`src/rtl/core/trq_pkg.sv`:
```
package trq_pkg;

	localparam int unsigned QUEUE_DEPTH_DEF = 16;
	localparam int unsigned MAX_RESULTS     = 16;
	localparam int unsigned TIME_W          = 32;
	localparam int unsigned REF_W           = 16;
	localparam int unsigned QUANT_W         = 16;

	localparam logic [1:0] MODE_ADD  = 2'd0;
	localparam logic [1:0] MODE_TICK = 2'd1;
	localparam logic [1:0] MODE_POLL = 2'd2;

	localparam logic [2:0] KIND_ADDED    = 3'd0;
	localparam logic [2:0] KIND_FULL     = 3'd1;
	localparam logic [2:0] KIND_TICKED   = 3'd2;
	localparam logic [2:0] KIND_RELEASED = 3'd3;
	localparam logic [2:0] KIND_NONE_DUE = 3'd4;
	localparam logic [2:0] KIND_MISSED   = 3'd5;

	typedef struct packed {
		logic [1:0]        mode;
		logic [TIME_W-1:0] start_time;
		logic [REF_W-1:0]  ref_index;
	} trq_req_t;

	typedef struct packed {
		logic [2:0]        kind;
		logic [TIME_W-1:0] out_start_time;
		logic [REF_W-1:0]  out_ref_index;
		logic [TIME_W-1:0] now;
		logic              quantum_expired;
		logic              last;
	} trq_rsp_t;

	typedef struct packed {
		logic insert;
		logic shift;
	} cell_ctrl_t;

endpackage

```
`src/rtl/core/trq_ifs.sv`:
```
interface trq_req_if;
	logic              valid;
	logic              ready;
	trq_pkg::trq_req_t data;

	modport source (output valid, output data, input ready);
	modport sink (input valid, input data, output ready);
endinterface

interface trq_rsp_if;
	logic              valid;
	logic              ready;
	trq_pkg::trq_rsp_t data;

	modport source (output valid, output data, input ready);
	modport sink (input valid, input data, output ready);
endinterface

```
`src/rtl/core/timed_release_queue.sv`:
```
// Add, tick and poll transactions that give one result show it in the cycle after acceptance.
// A releasing poll gives one entry per cycle when not stalled, up to sixteen per poll.
// One input transaction is taken at a time; the next waits until the release run has ended.
// A write of the quantum register starts a remainder pass that holds off inputs until done.
// Reset clears the entry count and the time and sets the quantum to one; stored entries stay.
module timed_release_queue #(
	parameter int unsigned QUEUE_DEPTH = trq_pkg::QUEUE_DEPTH_DEF
) (
	input  logic                          clk,
	input  logic                          arst_n,
	input  logic                          cfg_we,
	input  logic [trq_pkg::QUANT_W-1:0]   cfg_wdata,
	trq_req_if.sink                       req,
	trq_rsp_if.source                     rsp
);

	localparam int unsigned CNT_W = $clog2(QUEUE_DEPTH + 1);
	localparam int unsigned REL_W = $clog2(trq_pkg::MAX_RESULTS);
	localparam logic ST_IDLE = 1'b0;
	localparam logic ST_REL  = 1'b1;

	logic                          state_q;
	logic [CNT_W-1:0]              count_q;
	logic [REL_W-1:0]              rel_cnt_q;
	logic [trq_pkg::TIME_W-1:0]    time_q;
	logic [trq_pkg::QUANT_W-1:0]   quantum_q;
	logic [trq_pkg::QUANT_W-1:0]   phase_q;
	logic                          rsp_valid_q;
	trq_pkg::trq_rsp_t             rsp_q;

	logic                          rem_busy;
	logic                          rem_done;
	logic [trq_pkg::QUANT_W-1:0]   rem_res;

	logic                          rsp_free;
	logic                          accept;
	logic                          full;
	logic                          rel_fire;
	logic                          rel_last;
	logic                          load;
	trq_pkg::trq_rsp_t             rsp_d;
	trq_pkg::cell_ctrl_t           ctrl;
	logic [trq_pkg::QUANT_W:0]     phase_inc;
	logic                          time_max;

	logic [trq_pkg::TIME_W-1:0]    key_w [QUEUE_DEPTH];
	logic [trq_pkg::REF_W-1:0]     ref_w [QUEUE_DEPTH];
	logic                          gt_w  [QUEUE_DEPTH];
	logic                          occ_w [QUEUE_DEPTH];

	assign rsp_free  = !rsp_valid_q || rsp.ready;
	assign req.ready = (state_q == ST_IDLE) && rsp_free && !rem_busy && !rem_done;
	assign accept    = req.valid && req.ready;
	assign full      = (count_q == CNT_W'(QUEUE_DEPTH));
	assign rel_fire  = (state_q == ST_REL) && rsp_free;
	assign rel_last  = (rel_cnt_q == REL_W'(trq_pkg::MAX_RESULTS - 1)) ||
		(count_q == CNT_W'(1)) || (key_w[1] != time_q);
	assign phase_inc = {1'b0, phase_q} + 17'd1;
	assign time_max  = &time_q;

	assign ctrl.insert = accept && (req.data.mode == trq_pkg::MODE_ADD) && !full;
	assign ctrl.shift  = rel_fire;

	genvar gi;
	generate
		for (gi = 0; gi < QUEUE_DEPTH; gi++) begin : g_cell
			assign occ_w[gi] = (CNT_W'(gi) < count_q);
			trq_cell u_cell (
				.clk       (clk),
				.ctrl      (ctrl),
				.occ       (occ_w[gi]),
				.new_key   (req.data.start_time),
				.new_ref   (req.data.ref_index),
				.left_gt   ((gi == 0) ? 1'b0 : gt_w[(gi == 0) ? 0 : gi - 1]),
				.left_key  (key_w[(gi == 0) ? 0 : gi - 1]),
				.left_ref  (ref_w[(gi == 0) ? 0 : gi - 1]),
				.right_key (key_w[(gi == QUEUE_DEPTH - 1) ? gi : gi + 1]),
				.right_ref (ref_w[(gi == QUEUE_DEPTH - 1) ? gi : gi + 1]),
				.gt        (gt_w[gi]),
				.key       (key_w[gi]),
				.ref_idx   (ref_w[gi])
			);
		end
	endgenerate

	trq_rem u_rem (
		.clk       (clk),
		.arst_n    (arst_n),
		.start     (cfg_we),
		.dividend  (time_q),
		.divisor   (cfg_wdata),
		.busy      (rem_busy),
		.done      (rem_done),
		.remainder (rem_res)
	);

	always_comb begin
		rsp_d = '0;
		rsp_d.now = time_q;
		rsp_d.last = 1'b1;
		load = 1'b0;
		if (rel_fire) begin
			load = 1'b1;
			rsp_d.kind = trq_pkg::KIND_RELEASED;
			rsp_d.out_start_time = key_w[0];
			rsp_d.out_ref_index = ref_w[0];
			rsp_d.last = rel_last;
		end else if (accept) begin
			unique case (req.data.mode)
				trq_pkg::MODE_ADD: begin
					load = 1'b1;
					rsp_d.kind = full ? trq_pkg::KIND_FULL : trq_pkg::KIND_ADDED;
				end
				trq_pkg::MODE_TICK: begin
					load = 1'b1;
					rsp_d.kind = trq_pkg::KIND_TICKED;
					if (time_max) begin
						rsp_d.quantum_expired = (quantum_q != '0) && (phase_q == '0);
					end else begin
						rsp_d.now = time_q + 32'd1;
						rsp_d.quantum_expired = (quantum_q != '0) &&
							(phase_inc == {1'b0, quantum_q});
					end
				end
				trq_pkg::MODE_POLL: begin
					if (count_q == '0 || key_w[0] > time_q) begin
						load = 1'b1;
						rsp_d.kind = trq_pkg::KIND_NONE_DUE;
					end else if (key_w[0] < time_q) begin
						load = 1'b1;
						rsp_d.kind = trq_pkg::KIND_MISSED;
					end
				end
				default: begin
					load = 1'b0;
				end
			endcase
		end
	end

	always_ff @(posedge clk or negedge arst_n) begin
		if (!arst_n) begin
			state_q     <= ST_IDLE;
			count_q     <= '0;
			rel_cnt_q   <= '0;
			time_q      <= '0;
			quantum_q   <= 16'd1;
			phase_q     <= '0;
			rsp_valid_q <= 1'b0;
		end else begin
			if (load) begin
				rsp_valid_q <= 1'b1;
			end else if (rsp.ready) begin
				rsp_valid_q <= 1'b0;
			end
			if (cfg_we) begin
				quantum_q <= cfg_wdata;
			end
			if (rem_done) begin
				phase_q <= rem_res;
			end
			if (ctrl.insert) begin
				count_q <= count_q + CNT_W'(1);
			end
			if (accept && req.data.mode == trq_pkg::MODE_TICK && !time_max) begin
				time_q <= time_q + 32'd1;
				if (phase_inc == {1'b0, quantum_q}) begin
					phase_q <= '0;
				end else begin
					phase_q <= phase_inc[trq_pkg::QUANT_W-1:0];
				end
			end
			if (accept && req.data.mode == trq_pkg::MODE_POLL && count_q != '0 &&
				key_w[0] == time_q) begin
				state_q   <= ST_REL;
				rel_cnt_q <= '0;
			end
			if (rel_fire) begin
				count_q   <= count_q - CNT_W'(1);
				rel_cnt_q <= rel_cnt_q + REL_W'(1);
				if (rel_last) begin
					state_q <= ST_IDLE;
				end
			end
		end
	end

	always_ff @(posedge clk) begin
		if (load) begin
			rsp_q <= rsp_d;
		end
	end

	assign rsp.valid = rsp_valid_q;
	assign rsp.data  = rsp_q;

	a_count_range: assert property (@(posedge clk) disable iff (!arst_n)
		count_q <= CNT_W'(QUEUE_DEPTH))
		else $error("entry count exceeds queue depth");

	a_rel_head_due: assert property (@(posedge clk) disable iff (!arst_n)
		state_q == ST_REL |-> (count_q != '0) && (key_w[0] == time_q))
		else $error("release run with no due entry at the head");

	a_add_count: assert property (@(posedge clk) disable iff (!arst_n)
		ctrl.insert |=> count_q == $past(count_q) + CNT_W'(1))
		else $error("insert did not grow the entry count");

	a_rel_no_input: assert property (@(posedge clk) disable iff (!arst_n)
		state_q == ST_REL |-> !accept && !ctrl.insert)
		else $error("input taken during a release run");

endmodule

```
`src/rtl/core/trq_cell.sv`:
```
module trq_cell (
	input  logic                                clk,
	input  trq_pkg::cell_ctrl_t                 ctrl,
	input  logic                                occ,
	input  logic [trq_pkg::TIME_W-1:0]          new_key,
	input  logic [trq_pkg::REF_W-1:0]           new_ref,
	input  logic                                left_gt,
	input  logic [trq_pkg::TIME_W-1:0]          left_key,
	input  logic [trq_pkg::REF_W-1:0]           left_ref,
	input  logic [trq_pkg::TIME_W-1:0]          right_key,
	input  logic [trq_pkg::REF_W-1:0]           right_ref,
	output logic                                gt,
	output logic [trq_pkg::TIME_W-1:0]          key,
	output logic [trq_pkg::REF_W-1:0]           ref_idx
);

	logic [trq_pkg::TIME_W-1:0] key_q;
	logic [trq_pkg::REF_W-1:0]  ref_q;

	// An empty cell counts as later than any new entry.
	assign gt      = !occ || (key_q > new_key);
	assign key     = key_q;
	assign ref_idx = ref_q;

	always_ff @(posedge clk) begin
		if (ctrl.insert && gt) begin
			key_q <= left_gt ? left_key : new_key;
			ref_q <= left_gt ? left_ref : new_ref;
		end else if (ctrl.shift) begin
			key_q <= right_key;
			ref_q <= right_ref;
		end
	end

endmodule

```
`src/rtl/core/trq_rem.sv`:
```
module trq_rem (
	input  logic                          clk,
	input  logic                          arst_n,
	input  logic                          start,
	input  logic [trq_pkg::TIME_W-1:0]    dividend,
	input  logic [trq_pkg::QUANT_W-1:0]   divisor,
	output logic                          busy,
	output logic                          done,
	output logic [trq_pkg::QUANT_W-1:0]   remainder
);

	localparam int unsigned STEP_W = $clog2(trq_pkg::TIME_W);

	logic                          busy_q;
	logic                          done_q;
	logic [STEP_W-1:0]             step_q;
	logic [trq_pkg::TIME_W-1:0]    dvd_q;
	logic [trq_pkg::QUANT_W-1:0]   dvs_q;
	logic [trq_pkg::QUANT_W-1:0]   rem_q;
	logic [trq_pkg::QUANT_W:0]     trial;
	logic [trq_pkg::QUANT_W:0]     diff;

	assign trial = {rem_q, dvd_q[trq_pkg::TIME_W-1]};
	assign diff  = trial - {1'b0, dvs_q};

	always_ff @(posedge clk or negedge arst_n) begin
		if (!arst_n) begin
			busy_q <= 1'b0;
			done_q <= 1'b0;
			step_q <= '0;
		end else begin
			done_q <= 1'b0;
			if (start) begin
				busy_q <= 1'b1;
				step_q <= '0;
			end else if (busy_q) begin
				step_q <= step_q + STEP_W'(1);
				if (step_q == STEP_W'(trq_pkg::TIME_W - 1)) begin
					busy_q <= 1'b0;
					done_q <= 1'b1;
				end
			end
		end
	end

	always_ff @(posedge clk) begin
		if (start) begin
			dvd_q <= dividend;
			dvs_q <= divisor;
			rem_q <= '0;
		end else if (busy_q) begin
			dvd_q <= {dvd_q[trq_pkg::TIME_W-2:0], 1'b0};
			if (trial >= {1'b0, dvs_q}) begin
				rem_q <= diff[trq_pkg::QUANT_W-1:0];
			end else begin
				rem_q <= trial[trq_pkg::QUANT_W-1:0];
			end
		end
	end

	assign busy      = busy_q;
	assign done      = done_q;
	assign remainder = rem_q;

endmodule

```
`src/flat_wrapper.sv`:
```
// flat-port wrapper written by rule: the top's interface ports become plain ports
module timed_release_queue_flat 
#(
	parameter int unsigned QUEUE_DEPTH = trq_pkg::QUEUE_DEPTH_DEF
)
  (clk, arst_n, cfg_we, cfg_wdata, req_valid, req_data, req_ready, rsp_valid, rsp_data, rsp_ready);
  trq_req_if req_i ();
  trq_rsp_if rsp_i ();
  input  logic clk;
  input  logic arst_n;
  input  logic cfg_we;
  input  logic [trq_pkg::QUANT_W-1:0] cfg_wdata;
  input wire logic [$bits(req_i.valid)-1:0] req_valid;
  input wire logic [$bits(req_i.data)-1:0] req_data;
  output wire logic [$bits(req_i.ready)-1:0] req_ready;
  output wire logic [$bits(rsp_i.valid)-1:0] rsp_valid;
  output wire logic [$bits(rsp_i.data)-1:0] rsp_data;
  input wire logic [$bits(rsp_i.ready)-1:0] rsp_ready;
  assign req_i.valid = req_valid;
  assign req_i.data = req_data;
  assign req_ready = req_i.ready;
  assign rsp_valid = rsp_i.valid;
  assign rsp_data = rsp_i.data;
  assign rsp_i.ready = rsp_ready;
  timed_release_queue #(.QUEUE_DEPTH(QUEUE_DEPTH)) u_core (.clk(clk), .arst_n(arst_n), .cfg_we(cfg_we), .cfg_wdata(cfg_wdata), .req(req_i), .rsp(rsp_i));
endmodule
```
`config.mk`:
```
export PLATFORM = sky130hd
export DESIGN_NAME = timed_release_queue_flat
export DESIGN_NICKNAME = d
export VERILOG_FILES = /design/src/rtl/core/trq_pkg.sv /design/src/rtl/core/trq_ifs.sv /design/src/rtl/core/timed_release_queue.sv /design/src/rtl/core/trq_cell.sv /design/src/rtl/core/trq_rem.sv /design/src/flat_wrapper.sv
export SDC_FILE = /design/constraint.sdc
export NUM_CORES = 2
export LEC_CHECK = 0
export BUFFER_PORTS_ARGS = -buffer_cell sky130_fd_sc_hd__buf_2
export CAP_MARGIN = 20
export CELL_PAD_IN_SITES_DETAIL_PLACEMENT = 1
export CELL_PAD_IN_SITES_GLOBAL_PLACEMENT = 1
export CORE_MARGIN = 2
export CORE_UTILIZATION = 40
export DETAILED_ROUTE_END_ITERATION = 8
export PLACE_DENSITY_LB_ADDON = 0.15
export SYNTH_ARGS = -nofsm -noshare
export SYNTH_HDL_FRONTEND = slang
export SYNTH_SLANG_ARGS = --single-unit
```
`constraint.sdc`:
```
create_clock -name clk -period 10.4 [get_ports clk]
set_clock_uncertainty 0.1 [all_clocks]
set_input_delay 2.08 -clock clk [delete_from_list [all_inputs] [get_ports clk]]
set_output_delay 2.08 -clock clk [all_outputs]
set_load 0.02 [all_outputs]
```
==> results.md <==
- Summed over its instances, the top area cell type makes up 41.9% of the synthesized netlist area.
- The sink count of the clock tree is 999.
- The post-cts hold buffer count is 0.
- The final-report hold violation count is 0.
- The first-pass GRT wire length is 330,000 µm.
- The root buffer selected by CTS is sky130_fd_sc_hd__clkbuf_16.
- The first routing iteration left 3,766 violations.
- The worst path meets setup with 4.03 ns of slack.
- The max-capacitance violation count is 0.
- The max-slew violation total from the final report came to 0.
- The die area is 165,000 µm².
- At the pin with the least slew margin, the transition time is 1.10 ns.
- In this design, the stage delay of the slowest critical-path cell is 0.78 ns.
- The number of buffers inserted during clock tree synthesis is 130.
- In the final layout, the share of cells above drive strength 1 is 17.7%.
- The count of state elements after synthesis is 999.
- STA classifies the critical path endpoint as a flip-flop.
- In the synthesized netlist, the number of instances is 5,959.
- In this run the tool buffered the top-level ports with 157 buffer cells.
- Clock-pin slew was measured on the worst setup and hold paths at 0.06 ns.
- The worst path uses 61.2% of the clock period.
- Of all cell types, the one taking the most synthesized area is sky130_fd_sc_hd__edfxtp_1.
- The via count of the first global-routing pass is 51.4k.
- STA classifies the critical path startpoint as a primary input.
- The data arrival time of the worst path is 6.75 ns.
- The clock latency at the later pin of the worst-skew pair is 0.79 ns.
- Summed over all nets, the half-perimeter wirelength after detailed placement is 157,000 µm.
- The number of buffers and inverters on the critical path is 5.
- From synthesis to final layout, the design area changed by 11.5%.
- The prevailing post-synth register cell is sky130_fd_sc_hd__edfxtp_1.
- The vias per cell is 6.00.
- The worst slew margin relative to its limit is 26.1%.
- The netlist uses 82 different library cells.
- The post-cts resize count is 0.
- The share of async-settable or async-resettable flops after synthesis is 8.21%.
- The internal cell power is 7.46 mW.
- CTS built an H-tree with a depth of 4.
- TritonCTS built the clock tree.
- The worst min-delay path class is flip-flop to flip-flop.
- Data on the critical path is required at its endpoint by 10.78 ns.
- In this run the remaining antenna-violating nets after routing total 0.
- At the end of the flow, the number of nets in the layout was 6,588.
- Once layout is complete, the utilization of the core stands at 44.9%.
- Routability-driven placement finished with a final weighted congestion of 0.898.
- Ranked by total cell area, the synthesized netlist is headed by sky130_fd_sc_hd__edfxtp_1, sky130_fd_sc_hd__ha_1, sky130_fd_sc_hd__mux2_2.
- Entering global routing, the biggest net connects 97 pins.
- The die is 406 µm wide.
- The number of antenna violations at the first check in global routing is 9.
- The post-placement setup slack is 3.25 ns.
- The sequential share of power is 44.0%.
- The proportion of synthesized chip area in sequential cells is 45.6%.
- The critical setup path kind is primary input to flip-flop.
- Dividing the detail-routed wire length by the instance count gives 26.3 µm.
- The number of buffers on the longest clock path is 3.
- The number of synthesized flops with an enable pin is 901.
- Global routing used 26.1% of the available tracks across all layers.
- Once placement finished, the instance area stood at 67,800 µm².
- The worst path in the final design needs a cycle of 6.37 ns, including I/O delays and setup.
- The count of endpoints failing setup in the final report is 0.
- The residual DRC count is 0.
- The initial utilization of the core area, before any placement, comes to 40.3%.
- The average cell area after synthesis is 10.8 µm².
- The area of the core is 160,000 µm².
- Setup repair after global routing left no endpoint under its margin.
- Broken down by cell family, the worst path's largest delay share belongs to simple AND/OR/NAND/NOR gates.
- The fraction of power spent switching nets is 25.7%.
- The most numerous cell type found on the critical path is sky130_fd_sc_hd__buf_4.
- The number of post-CTS setup repair buffers is 0.
- The vertical die dimension is 406 µm.
- Dividing total power by cell area gives a power density of 140 nW/µm².
- For this run, the detailed router's first-pass iteration total came to 5.
- The post-route cell area is 72,000 µm².
- After routing, the total negative slack on setup checks comes to 0 ns.
- The post-synthesis net count is 6,601.
- For this design the total switching power over the nets is 2.58 mW.
- After global routing the overflow that remains totals 0.
- The initialized floorplan defines 147 standard-cell rows.
- Yosys printed 0 warnings.
- The largest individual stage delay along the critical path comes from the cell sky130_fd_sc_hd__nor4_1.
- The critical path goes through buf_2 > inv_1 > buf_4 > ha_1 > nand4_1 > nor4_1 > nand2_1 > o31ai_1 > and3_4 > nand2b_2 > buf_4 > nand2_2 > buf_4.
- The routed design has 216,000 µm of wire.
- The total I/O pin count is 158.
- The top cell types in the final layout, fill and taps aside, are sky130_fd_sc_hd__edfxtp_1, sky130_fd_sc_hd__ha_1, sky130_fd_sc_hd__mux2_2.
- VDD sags by at most 0.000138 V.
- The clock network accounts for 45.3% of the total power.
- Along the worst path, the maximum fanout reaches 37.
- The leading cell type in the layout, fill and taps excluded is sky130_fd_sc_hd__edfxtp_1.
- The maximum operating frequency is 157 MHz.
- The number of vias after detailed routing is 49.3k.
- The run finished with clean final reports.
- The netlist area before placement is 64,600 µm².
- The leakage power is 28.3 nW.
- The proportion of power drawn by combinational gates is 10.7%.
-- worst paths after layout --
kind,start,to,slack [ns],cells past startpoint
worst max-delay path,req_data[42],u_core.g_cell[0].u_cell.key[28],4.03,13
worst min-delay path,u_core.u_rem.step_q[4],u_core.u_rem.step_q[4],0.43,2
worst max register to register,u_core.rsp.valid,u_core.g_cell[9].u_cell.ref_idx[13],5.49,9
worst min register to register,u_core.u_rem.step_q[4],u_core.u_rem.step_q[4],0.43,2
max in group asynchronous,arst_n,u_core.u_rem.step_q[2],7.90,2
min in group asynchronous,arst_n,u_core.time_q[21],1.08,1
-- metal layers --
| layer | vias to the layer above | wire length (µm) | track usage (%) |
|---|---|---|---|
| li1 | 22700 | - | - |
| met1 | 25100 | 101000 | 36.4 |
| met2 | 1188 | 99800 | 42.4 |
| met3 | 307 | 9490 | 3.08 |
| met4 | 8 | 6100 | 7.96 |
| met5 | - | 47 | 0 |
-- layout make-up --
cell class | instances | area, µm²
diodes | 4 | 10.0
clock buffers | 168 | 3540
clock inverters | 62 | 643
fillers | 17300 | 88400
inverters | 134 | 503
multi-input cells | 4402 | 33500
flip-flops and latches | 999 | 29400
well taps | 2160 | 2700
repair buffers | 279 | 1720
-- through the flow --
stage	hold slack (ns)	instances	power, mW
global placement	0.402	7971	5.53
floorplan	0.357	5959	5.21
finish	0.430	8208	10.0
detailed placement	0.415	7973	5.57
CTS	0.435	8203	10.1
global route	0.447	8206	10.4
-- sequential cells by signal (all words and copies together) (netlist names), 5 cells and up --
| register | cells |
|---|---|
| u_core.u_rem.dvd_q | 32 |
| u_core.g_cell.u_cell.key | 512 |
| u_core.g_cell.u_cell.ref_idx | 256 |
| u_core.u_rem.dvs_q | 16 |
| u_core.rsp.data | 85 |
| u_core.u_rem.remainder | 16 |
| u_core.time_q | 32 |
| u_core.count_q | 5 |
| u_core.phase_q | 16 |
| u_core.quantum_q | 16 |
| u_core.u_rem.step_q | 5 |
-- Yosys cell counts (all sizes together), types with 47 or more instances --
library cell and number:
mux2i 305, edfxtp 901, o211ai 80, dfrtp 81, a22oi 54, a21o 82
mux2 534, ha 570, a21oi 424, and3 68, a31oi 153, nand4 139
a21bo 47, nand2 363, nor3 50, buf 99, o21ai 419, inv 134
nor2 367, nor2b 51, nand3 273, xnor2 94, clkbuf 325
-- kinds of logic (layout without fill, tap and decap cells) --
kind of cell | Yosys count | after routing | share of synthesized area, %
DFF | 999 | 999 | 45.6
AOI/OAI and AO/OA | 1414 | 1414 | 13.4
and+or+nand+nor | 1449 | 1449 | 10.8
adders and majority gates | 571 | 571 | 11.1
muxes | 839 | 839 | 14.0
buffers and inverters | 558 | 643 | 3.43
other | 0 | 4 | 0
xor gates and xnor gates | 129 | 129 | 1.75
-- power groups by stage --
stage	combinational [mW]	clock (mW)	sequential, mW
after global routing	1.18	4.77	4.43
after CTS	1.07	4.64	4.42
after global placement	1.03	0	4.50
after floorplan	0.736	0	4.47
final	1.07	4.55	4.42
after detailed placement	1.06	0	4.51
-- worst reg2reg max path, delay by kind of cell, from the launching register on --
kind,cells,cell delay (ns)
AND/OR/NAND/NOR,4,1.45
buffers and inverters,4,2.09
flip-flops,1,0.39
AO/OA/AOI/OAI,1,0.48
(Power assumes the default switching activity.)
